## config.mk

```make
export PLATFORM = sky130hd
export DESIGN_NAME = two_class_fifo_oldest_first
export DESIGN_NICKNAME = d
export VERILOG_FILES = /design/src/hdl/cfq_pkg.sv /design/src/hdl/cfq_mem.sv /design/src/hdl/cfq_ptrs.sv /design/src/hdl/two_class_fifo_oldest_first.sv
export SDC_FILE = /design/constraint.sdc
export NUM_CORES = 1
export LEC_CHECK = 0
export BUFFER_PORTS_ARGS = -buffer_cell sky130_fd_sc_hd__buf_2
export CAP_MARGIN = 20
export CELL_PAD_IN_SITES_DETAIL_PLACEMENT = 1
export CELL_PAD_IN_SITES_GLOBAL_PLACEMENT = 1
export CORE_ASPECT_RATIO = 1.5
export CORE_UTILIZATION = 52
export DETAILED_ROUTE_END_ITERATION = 16
export PLACE_DENSITY = 0.72
export SYNTH_ARGS = -nofsm -noshare
export SYNTH_HDL_FRONTEND = slang
export SYNTH_HIERARCHICAL = 1
export SYNTH_SLANG_ARGS = --single-unit
```

## constraint.sdc

```tcl
create_clock -name clk_i -period 5.9 [get_ports clk_i]
set_clock_uncertainty 0.2 [all_clocks]
set_input_delay 0.295 -clock clk_i [delete_from_list [all_inputs] [get_ports clk_i]]
set_output_delay 0.295 -clock clk_i [all_outputs]
set_load 0.01 [all_outputs]
```

## src/hdl/cfq_pkg.sv

```systemverilog
// ---------------------------------------------------------------------------
// cfq_pkg
// Shared types, codes and defaults of the two-class age-ordered FIFO.
// ---------------------------------------------------------------------------
package cfq_pkg;

  // Port field widths
  localparam int unsigned OP_W      = 2;
  localparam int unsigned STATUS_W  = 2;
  localparam int unsigned PAYLOAD_W = 16;
  localparam int unsigned STAMP_W   = 16;

  // Parameter defaults
  localparam int unsigned DEF_QUEUE_DEPTH  = 16;
  localparam int unsigned DEF_PAYLOAD_BITS = 16;
  localparam int unsigned DEF_STAMP_BITS   = 16;

  // Item classes
  localparam logic CLASS_FIRST  = 1'b0;
  localparam logic CLASS_SECOND = 1'b1;

  // Operation codes
  typedef enum logic [OP_W-1:0] {
    OP_ENQ       = 2'd0,
    OP_DEQ_ANY   = 2'd1,
    OP_DEQ_CLASS = 2'd2,
    OP_IGNORE    = 2'd3
  } op_e;

  // Result status codes
  typedef enum logic [STATUS_W-1:0] {
    STATUS_OK    = 2'd0,
    STATUS_EMPTY = 2'd1,
    STATUS_FULL  = 2'd2
  } status_e;

  // Sequencer states, one-hot
  typedef enum logic [1:0] {
    ST_IDLE = 2'b01,
    ST_EXEC = 2'b10
  } state_e;

  // Occupancy flags of one class queue
  typedef struct packed {
    logic empty;
    logic full;
  } qflags_t;

endpackage

```

## src/hdl/cfq_mem.sv

```systemverilog
// ---------------------------------------------------------------------------
// cfq_mem
// Single-port-write, single-read synchronous RAM with registered read data.
// ---------------------------------------------------------------------------
module cfq_mem #(
  parameter int unsigned DEPTH  = cfq_pkg::DEF_QUEUE_DEPTH,
  parameter int unsigned WIDTH  = cfq_pkg::DEF_PAYLOAD_BITS + cfq_pkg::DEF_STAMP_BITS,
  parameter int unsigned ADDR_W = $clog2(DEPTH)
) (
  input  logic              clk_i,
  input  logic              wr_en_i,
  input  logic [ADDR_W-1:0] wr_addr_i,
  input  logic [WIDTH-1:0]  wr_data_i,
  input  logic              rd_en_i,
  input  logic [ADDR_W-1:0] rd_addr_i,
  output logic [WIDTH-1:0]  rd_data_o
);

  logic [WIDTH-1:0] mem [DEPTH];
  logic [WIDTH-1:0] rd_data_q;

  // Write one entry
  always_ff @(posedge clk_i) begin
    if (wr_en_i) begin
      mem[wr_addr_i] <= wr_data_i;
    end
  end

  // Read one entry, data valid the next cycle
  always_ff @(posedge clk_i) begin
    if (rd_en_i) begin
      rd_data_q <= mem[rd_addr_i];
    end
  end

  assign rd_data_o = rd_data_q;

endmodule

```

## src/hdl/cfq_ptrs.sv

```systemverilog
// ---------------------------------------------------------------------------
// cfq_ptrs
// Head, tail and fill count of one circular class queue.
// ---------------------------------------------------------------------------
module cfq_ptrs #(
  parameter int unsigned DEPTH  = cfq_pkg::DEF_QUEUE_DEPTH,
  parameter int unsigned PTR_W  = $clog2(DEPTH)
) (
  input  logic             clk_i,
  input  logic             rst_ni,
  input  logic             push_i,
  input  logic             pop_i,
  output logic [PTR_W-1:0] head_o,
  output logic [PTR_W-1:0] tail_o,
  output cfq_pkg::qflags_t flags_o
);
  import cfq_pkg::*;

  localparam int unsigned CNT_W = $clog2(DEPTH + 1);

  logic [PTR_W-1:0] head_q, head_d;
  logic [PTR_W-1:0] tail_q, tail_d;
  logic [CNT_W-1:0] count_q, count_d;

  function automatic logic [PTR_W-1:0] ptr_next(input logic [PTR_W-1:0] p);
    ptr_next = (p == PTR_W'(DEPTH - 1)) ? '0 : p + PTR_W'(1);
  endfunction

  // Advance pointers; push and pop never come in the same cycle
  always_comb begin
    head_d  = head_q;
    tail_d  = tail_q;
    count_d = count_q;
    if (push_i) begin
      tail_d  = ptr_next(tail_q);
      count_d = count_q + CNT_W'(1);
    end else if (pop_i) begin
      head_d  = ptr_next(head_q);
      count_d = count_q - CNT_W'(1);
    end
  end

  always_ff @(posedge clk_i or negedge rst_ni) begin
    if (!rst_ni) begin
      head_q  <= '0;
      tail_q  <= '0;
      count_q <= '0;
    end else begin
      head_q  <= head_d;
      tail_q  <= tail_d;
      count_q <= count_d;
    end
  end

  assign head_o        = head_q;
  assign tail_o        = tail_q;
  assign flags_o.empty = (count_q == '0);
  assign flags_o.full  = (count_q == CNT_W'(DEPTH));

endmodule

```

## src/hdl/two_class_fifo_oldest_first.sv

```systemverilog
// Two FIFOs, one per item class, sharing one arrival stamp counter. An
// enqueue beat stores its payload and the current stamp at its class tail and
// returns that stamp unless the class is full; a dequeue-any beat pops the
// older head (serial-number compare, so stamps may wrap) or the only
// non-empty head; a dequeue-of-class beat pops that class head. Every input
// beat gives exactly one result beat. Each item passes an accept cycle and an
// execute cycle: the accept cycle starts the registered read of both class
// heads, and the execute cycle that follows compares, pops or pushes and
// loads the output register. The execute cycle waits while the output
// register holds a beat that is stalled; a new item is accepted whenever the
// block is idle, even with a result still waiting. No clearing pass is needed
// after reset.
// ---------------------------------------------------------------------------
// two_class_fifo_oldest_first
// Top level: sequencer, stamp counter, class selection and output register.
// ---------------------------------------------------------------------------
module two_class_fifo_oldest_first #(
  parameter int unsigned QUEUE_DEPTH  = cfq_pkg::DEF_QUEUE_DEPTH,
  parameter int unsigned PAYLOAD_BITS = cfq_pkg::DEF_PAYLOAD_BITS,
  parameter int unsigned STAMP_BITS   = cfq_pkg::DEF_STAMP_BITS
) (
  input  logic                           clk_i,
  input  logic                           rst_ni,
  input  logic                           in_valid_i,
  output logic                           in_stall_o,
  input  logic [cfq_pkg::OP_W-1:0]       op_i,
  input  logic                           item_class_i,
  input  logic [cfq_pkg::PAYLOAD_W-1:0]  payload_i,
  output logic                           out_valid_o,
  input  logic                           out_stall_i,
  output logic [cfq_pkg::STATUS_W-1:0]   status_o,
  output logic                           out_class_o,
  output logic [cfq_pkg::PAYLOAD_W-1:0]  out_payload_o,
  output logic [cfq_pkg::STAMP_W-1:0]    out_stamp_o
);
  import cfq_pkg::*;

  localparam int unsigned PTR_W   = $clog2(QUEUE_DEPTH);
  localparam int unsigned ENTRY_W = PAYLOAD_BITS + STAMP_BITS;

  // Sequencer and captured beat
  state_e                  state_q, state_d;
  op_e                     op_q;
  logic                    cls_q;
  logic [PAYLOAD_BITS-1:0] pay_q;
  logic [STAMP_BITS-1:0]   stamp_q;

  // Output register
  logic                    out_valid_q;
  status_e                 status_q;
  logic                    out_class_q;
  logic [PAYLOAD_W-1:0]    out_payload_q;
  logic [STAMP_W-1:0]      out_stamp_q;

  // Queue side
  logic [PTR_W-1:0]        head0, tail0, head1, tail1;
  qflags_t                 flags0, flags1;
  logic [ENTRY_W-1:0]      rd0, rd1;
  logic [ENTRY_W-1:0]      wr_entry;
  logic                    push0, push1, pop0, pop1;

  // Execute decision
  logic                    in_accept;
  logic                    exec_go;
  logic                    take;
  logic                    take_cls;
  logic                    enq_ok;
  status_e                 status_c;
  logic [STAMP_BITS-1:0]   stamp0, stamp1, stamp_diff;
  logic [ENTRY_W-1:0]      got;

  assign in_accept = in_valid_i && !in_stall_o;
  assign in_stall_o = (state_q != ST_IDLE);
  assign exec_go   = (state_q == ST_EXEC) && (!out_valid_q || !out_stall_i);

  // Capture the beat on accept
  always_ff @(posedge clk_i) begin
    if (in_accept) begin
      op_q  <= op_e'(op_i);
      cls_q <= item_class_i;
      pay_q <= (PAYLOAD_BITS)'(payload_i);
    end
  end

  // Sequence accept and execute
  always_comb begin
    state_d = state_q;
    unique case (state_q)
      ST_IDLE: begin
        if (in_accept) state_d = ST_EXEC;
      end
      ST_EXEC: begin
        if (exec_go) state_d = ST_IDLE;
      end
      default: state_d = ST_IDLE;
    endcase
  end

  always_ff @(posedge clk_i or negedge rst_ni) begin
    if (!rst_ni) begin
      state_q <= ST_IDLE;
    end else begin
      state_q <= state_d;
    end
  end

  // Serial-number compare of the two head stamps
  assign stamp0     = rd0[ENTRY_W-1:PAYLOAD_BITS];
  assign stamp1     = rd1[ENTRY_W-1:PAYLOAD_BITS];
  assign stamp_diff = stamp0 - stamp1;

  // Choose the queue to pop and the status
  always_comb begin
    take     = 1'b0;
    take_cls = CLASS_FIRST;
    enq_ok   = 1'b0;
    status_c = STATUS_OK;
    unique case (op_q)
      OP_ENQ: begin
        if ((cls_q == CLASS_FIRST) ? flags0.full : flags1.full) begin
          status_c = STATUS_FULL;
        end else begin
          enq_ok = 1'b1;
        end
      end
      OP_DEQ_ANY: begin
        priority if (!flags0.empty && !flags1.empty) begin
          take     = 1'b1;
          take_cls = stamp_diff[STAMP_BITS-1] ? CLASS_FIRST : CLASS_SECOND;
        end else if (!flags0.empty) begin
          take     = 1'b1;
          take_cls = CLASS_FIRST;
        end else if (!flags1.empty) begin
          take     = 1'b1;
          take_cls = CLASS_SECOND;
        end else begin
          status_c = STATUS_EMPTY;
        end
      end
      OP_DEQ_CLASS: begin
        if ((cls_q == CLASS_FIRST) ? flags0.empty : flags1.empty) begin
          status_c = STATUS_EMPTY;
        end else begin
          take     = 1'b1;
          take_cls = cls_q;
        end
      end
      OP_IGNORE: begin
        status_c = STATUS_OK;
      end
      default: status_c = STATUS_OK;
    endcase
  end

  assign push0 = exec_go && enq_ok && (cls_q == CLASS_FIRST);
  assign push1 = exec_go && enq_ok && (cls_q == CLASS_SECOND);
  assign pop0  = exec_go && take && (take_cls == CLASS_FIRST);
  assign pop1  = exec_go && take && (take_cls == CLASS_SECOND);
  assign got   = (take_cls == CLASS_FIRST) ? rd0 : rd1;
  assign wr_entry = {stamp_q, pay_q};

  // Advance the arrival stamp on a stored enqueue
  always_ff @(posedge clk_i or negedge rst_ni) begin
    if (!rst_ni) begin
      stamp_q <= '0;
    end else if (push0 || push1) begin
      stamp_q <= stamp_q + STAMP_BITS'(1);
    end
  end

  // Hold the result beat until taken
  always_ff @(posedge clk_i or negedge rst_ni) begin
    if (!rst_ni) begin
      out_valid_q <= 1'b0;
    end else if (exec_go) begin
      out_valid_q <= 1'b1;
    end else if (!out_stall_i) begin
      out_valid_q <= 1'b0;
    end
  end

  always_ff @(posedge clk_i) begin
    if (exec_go) begin
      status_q      <= status_c;
      out_class_q   <= take ? take_cls : 1'b0;
      out_payload_q <= take ? PAYLOAD_W'(got[PAYLOAD_BITS-1:0]) : '0;
      if (take) begin
        out_stamp_q <= STAMP_W'(got[ENTRY_W-1:PAYLOAD_BITS]);
      end else if (enq_ok) begin
        out_stamp_q <= STAMP_W'(stamp_q);
      end else begin
        out_stamp_q <= '0;
      end
    end
  end

  assign out_valid_o   = out_valid_q;
  assign status_o      = status_q;
  assign out_class_o   = out_class_q;
  assign out_payload_o = out_payload_q;
  assign out_stamp_o   = out_stamp_q;

  // Class queue pointers
  cfq_ptrs #(
    .DEPTH (QUEUE_DEPTH)
  ) u_ptrs0 (
    .clk_i   (clk_i),
    .rst_ni  (rst_ni),
    .push_i  (push0),
    .pop_i   (pop0),
    .head_o  (head0),
    .tail_o  (tail0),
    .flags_o (flags0)
  );

  cfq_ptrs #(
    .DEPTH (QUEUE_DEPTH)
  ) u_ptrs1 (
    .clk_i   (clk_i),
    .rst_ni  (rst_ni),
    .push_i  (push1),
    .pop_i   (pop1),
    .head_o  (head1),
    .tail_o  (tail1),
    .flags_o (flags1)
  );

  // Class entry memories; heads are read on accept
  cfq_mem #(
    .DEPTH (QUEUE_DEPTH),
    .WIDTH (ENTRY_W)
  ) u_mem0 (
    .clk_i     (clk_i),
    .wr_en_i   (push0),
    .wr_addr_i (tail0),
    .wr_data_i (wr_entry),
    .rd_en_i   (in_accept),
    .rd_addr_i (head0),
    .rd_data_o (rd0)
  );

  cfq_mem #(
    .DEPTH (QUEUE_DEPTH),
    .WIDTH (ENTRY_W)
  ) u_mem1 (
    .clk_i     (clk_i),
    .wr_en_i   (push1),
    .wr_addr_i (tail1),
    .wr_data_i (wr_entry),
    .rd_en_i   (in_accept),
    .rd_addr_i (head1),
    .rd_data_o (rd1)
  );

endmodule

```

==> flow_summary.json <==
{
  "numCtsBuffers": 105,
  "crit_start": "u_ptrs0/count_q[0]",
  "synth.distinct_cells": 56,
  "initial_core_util_pct": 52.77,
  "cts_tree": "done",
  "combinationalPowerShare_pct": 16.2,
  "antenna_cells": 0,
  "grt_overflow": 0,
  "top_level_ports": 60,
  "critPathRequiredTime_ns": 6.10,
  "cellPowerDensity_nw_per_um2": 387.6,
  "synth.cells.most_frequent": "edfxtp_1 (1142), mux4_2 (256), a22oi_1 (130), nand2_1 (97), a21oi_1 (75)",
  "seqPwrFrac_pct": 48.9,
  "start_kind": "register",
  "internal_power_mw": 15.04,
  "dieArea_um2": 89200,
  "p_switching_mw": 5.114,
  "die_h_um": 365.3,
  "status": "complete, no violations",
  "drtIter0Drc": 1897,
  "antenna_found_initial": 0,
  "rows": 132,
  "htreeDepth": 3,
  "post_cts_buffers": 0,
  "yosysTopAreaCell": "edfxtp_1",
  "worstMarginPinSlew_ns": 1.128,
  "seq_area_frac_synth_pct": 77.42,
  "synth.ff_latch_count": 1187,
  "yosysMostFrequentCell": "edfxtp_1",
  "synth_top_area_share_pct": 74.95,
  "fmax_mhz": 231.0,
  "synth_flop_cell": "edfxtp_1",
  "drive_gt1_share_pct": 25.81,
  "crit_path_end_kind": "register",
  "hold_viol_final": 0,
  "place.gp.congestion": 0.7986,
  "swShare_pct": 25.37,
  "area_growth_pct": 13.65,
  "regArea_um2": 35440,
  "place_area_um2": 48040,
  "wl_per_cell_um": 30.75,
  "setup_violations": 0,
  "grt_pass1_wl_um": 161900,
  "synthesis.area_um2": 45750,
  "numPortBuffers": 59,
  "syn-num-nets": 2239,
  "worstPathMaxFanout": 23,
  "slew_viol_final": 0,
  "clockBufferDepth": 3,
  "post_cts_resized": 0,
  "core-area_um2": 86710,
  "drt-vias-per-instance": 6.294,
  "r2r-start": "u_ptrs0/count_q[0]",
  "grt_pass1_vias": 24450,
  "first_pass_iters": 6,
  "slew_headroom_pct": 24.63,
  "drc_errors": 0,
  "vias": 22530,
  "yosys_warnings": 6,
  "place_hpwl_um": 66350,
  "fillers": 7205,
  "arrival_ns": 4.53,
  "nets": 2404,
  "grt_max_degree": 85,
  "avgSynthCellArea_um2": 20.93,
  "routed_wl_um": 110100,
  "die_w_um": 244.2,
  "clk_pin_slew_ns": 0.07,
  "ir_drop_mv": 0.2999,
  "finalSetupTns_ns": 0,
  "period_minus_slack_ns": 4.328,
  "criticalPathCategory": "register to register",
  "p_leak_nw": 16.94,
  "multi_input_area_um2": 9938,
  "antenna_left": 0,
  "clockRootBuffer": "clkbuf_16",
  "ys_top_cells_by_area": "edfxtp_1 (75%), mux4_2 (13%), dfrtp_1 (2.4%), a22oi_1 (2.1%), a21oi_1 (0.82%)",
  "hp-class": "input port to async pin",
  "clk_latency_ns": 0.70,
  "power_frac_clock_pct": 34.9,
  "grt_usage_pct": 25.29,
  "syn_inst": 2186,
  "drv_cap": 0,
  "cts_num_sinks": 1187,
  "synthArstFlopShare_pct": 3.791,
  "fin_crit_sh_pct": 73.36,
  "synth_edf_count": 1142,
  "final_area_um2": 52000,
  "cts_hold_buffers": 22,
  "rsz0062_at_grt": "no"
}
kinds of logic after synthesis:
kind of cell | count (synthesis) | synth area share (%)
and+or+nand+nor | 243 | 2.650
DFF | 1187 | 77.42
muxes | 265 | 12.81
adders and majority gates | 30 | 0.8532
buffers and inverters | 145 | 1.490
xor gates and xnor gates | 24 | 0.4594
AOI/OAI and AO/OA | 292 | 4.318
power by group through the flow:
stage / registers (mW) / clock network [mW] / logic, mW
2_1_floorplan: 9.85 / 0 / 2.44
3_3_place_gp: 10.1 / 0 / 3.10
3_5_place_dp: 10.1 / 0 / 3.23
4_1_cts: 9.90 / 7.14 / 3.27
5_1_grt: 9.90 / 7.39 / 3.47
6_report: 9.86 / 7.03 / 3.26
routing by layer:
| layer | vias to the layer above | wire, um | track usage (%) | share of wire [%] |
|---|---|---|---|---|
| li1 | 9410 | - | - | - |
| met1 | 12160 | 42220 | 31.51 | 38 |
| met2 | 775 | 57940 | 44.60 | 53 |
| met3 | 188 | 5502 | 3.179 | 5.0 |
| met4 | 0 | 4418 | 11.05 | 4.0 |
| met5 | - | 0 | 0 | 0 |
worst max-delay path, stage by stage (launching register included):
cell,delay [ns]
dfrtp_1,0.42
nor4_1,0.10
and2_1,0.20
mux2i_1,0.25
and4_1,0.47
nor2b_1,0.67
nand3b_1,0.50
nor2_4,0.86
buf_4,0.34
layout make-up:
cell class	instances	area share [%]
clock inverters	64	1.316
multi-input cells	854	19.11
repair buffers	172	2.998
flip-flops and latches	1187	68.15
inverters	31	0.2238
well taps	1139	2.741
clock buffers	133	5.458
flip-flops by register name, indices dropped and copies added, names as in the netlist:
signal / flops
stamp_q: 16
out_payload_o: 16
state_q: 2
u_ptrs1/count_q: 5
u_ptrs1/tail_o: 4
status_o: 2
pay_q: 16
out_stamp_o: 16
u_ptrs0/count_q: 5
out_class_o: 1
u_ptrs0/tail_o: 4
u_mem0/mem: 512
u_ptrs1/head_o: 4
cls_q: 1
u_mem1/rd_data_o: 32
u_mem0/rd_data_o: 32
u_ptrs0/head_o: 4
op_q: 2
out_valid_o: 1
u_mem1/mem: 512
final timing paths:
path                                     end  slack (ns)  cells after the start
setup / recovery           u_mem0/mem[6][13]        1.57                      8
max in group asynchronous  u_ptrs0/head_o[0]        4.94                      3
min in group clk_i                 pay_q[13]        0.11                      2
setup reg to reg           u_mem0/mem[6][13]        1.57                      8
hold reg to reg                  out_valid_o        0.35                      2
hold / removal             u_ptrs1/head_o[0]        0.03                      3
placed cells by master, fill, tap and decap left out, types with 12 or more instances in the layout:
cell type / synthesis / routed
clkinv_2: 0 / 22
nor3b_1: 16 / 16
o21ai_0: 14 / 14
nand2_1: 97 / 97
a211oi_1: 19 / 19
o21a_1: 14 / 14
edfxtp_1: 1142 / 1142
clkinv_1: 0 / 17
buf_4: 21 / 67
dfrtp_1: 44 / 40
clkbuf_1: 51 / 22
inv_1: 31 / 31
clkbuf_16: 0 / 109
o22ai_1: 15 / 15
nand4_1: 12 / 12
buf_2: 17 / 59
buf_16: 0 / 12
mux4_2: 256 / 256
ha_1: 28 / 28
bufinv_16: 0 / 14
nor2_4: 0 / 28
a21oi_1: 75 / 75
a22oi_1: 130 / 130
nor2_1: 42 / 13
dlygate4sd3_1: 0 / 22
xnor2_1: 18 / 18
per-stage QoR:
step / instances / utilization, % / setup WS (ns) / hold WS [ns] / power (mW)
2_1_floorplan: 2186 / - / 1.050 / -0.2006 / 12.29
3_3_place_gp: 3339 / 55.07 / 1.834 / 0.2254 / 13.16
3_5_place_dp: 3350 / 55.41 / 1.649 / 0.2404 / 13.30
4_1_cts: 3569 / 59.72 / 1.600 / 0.01494 / 20.31
5_1_grt: 3580 / 59.97 / 1.396 / 0.08479 / 20.76
6_report: 3580 / 59.97 / 1.572 / 0.03228 / 20.16
No activity file was read; power rests on OpenSTA's default activity.
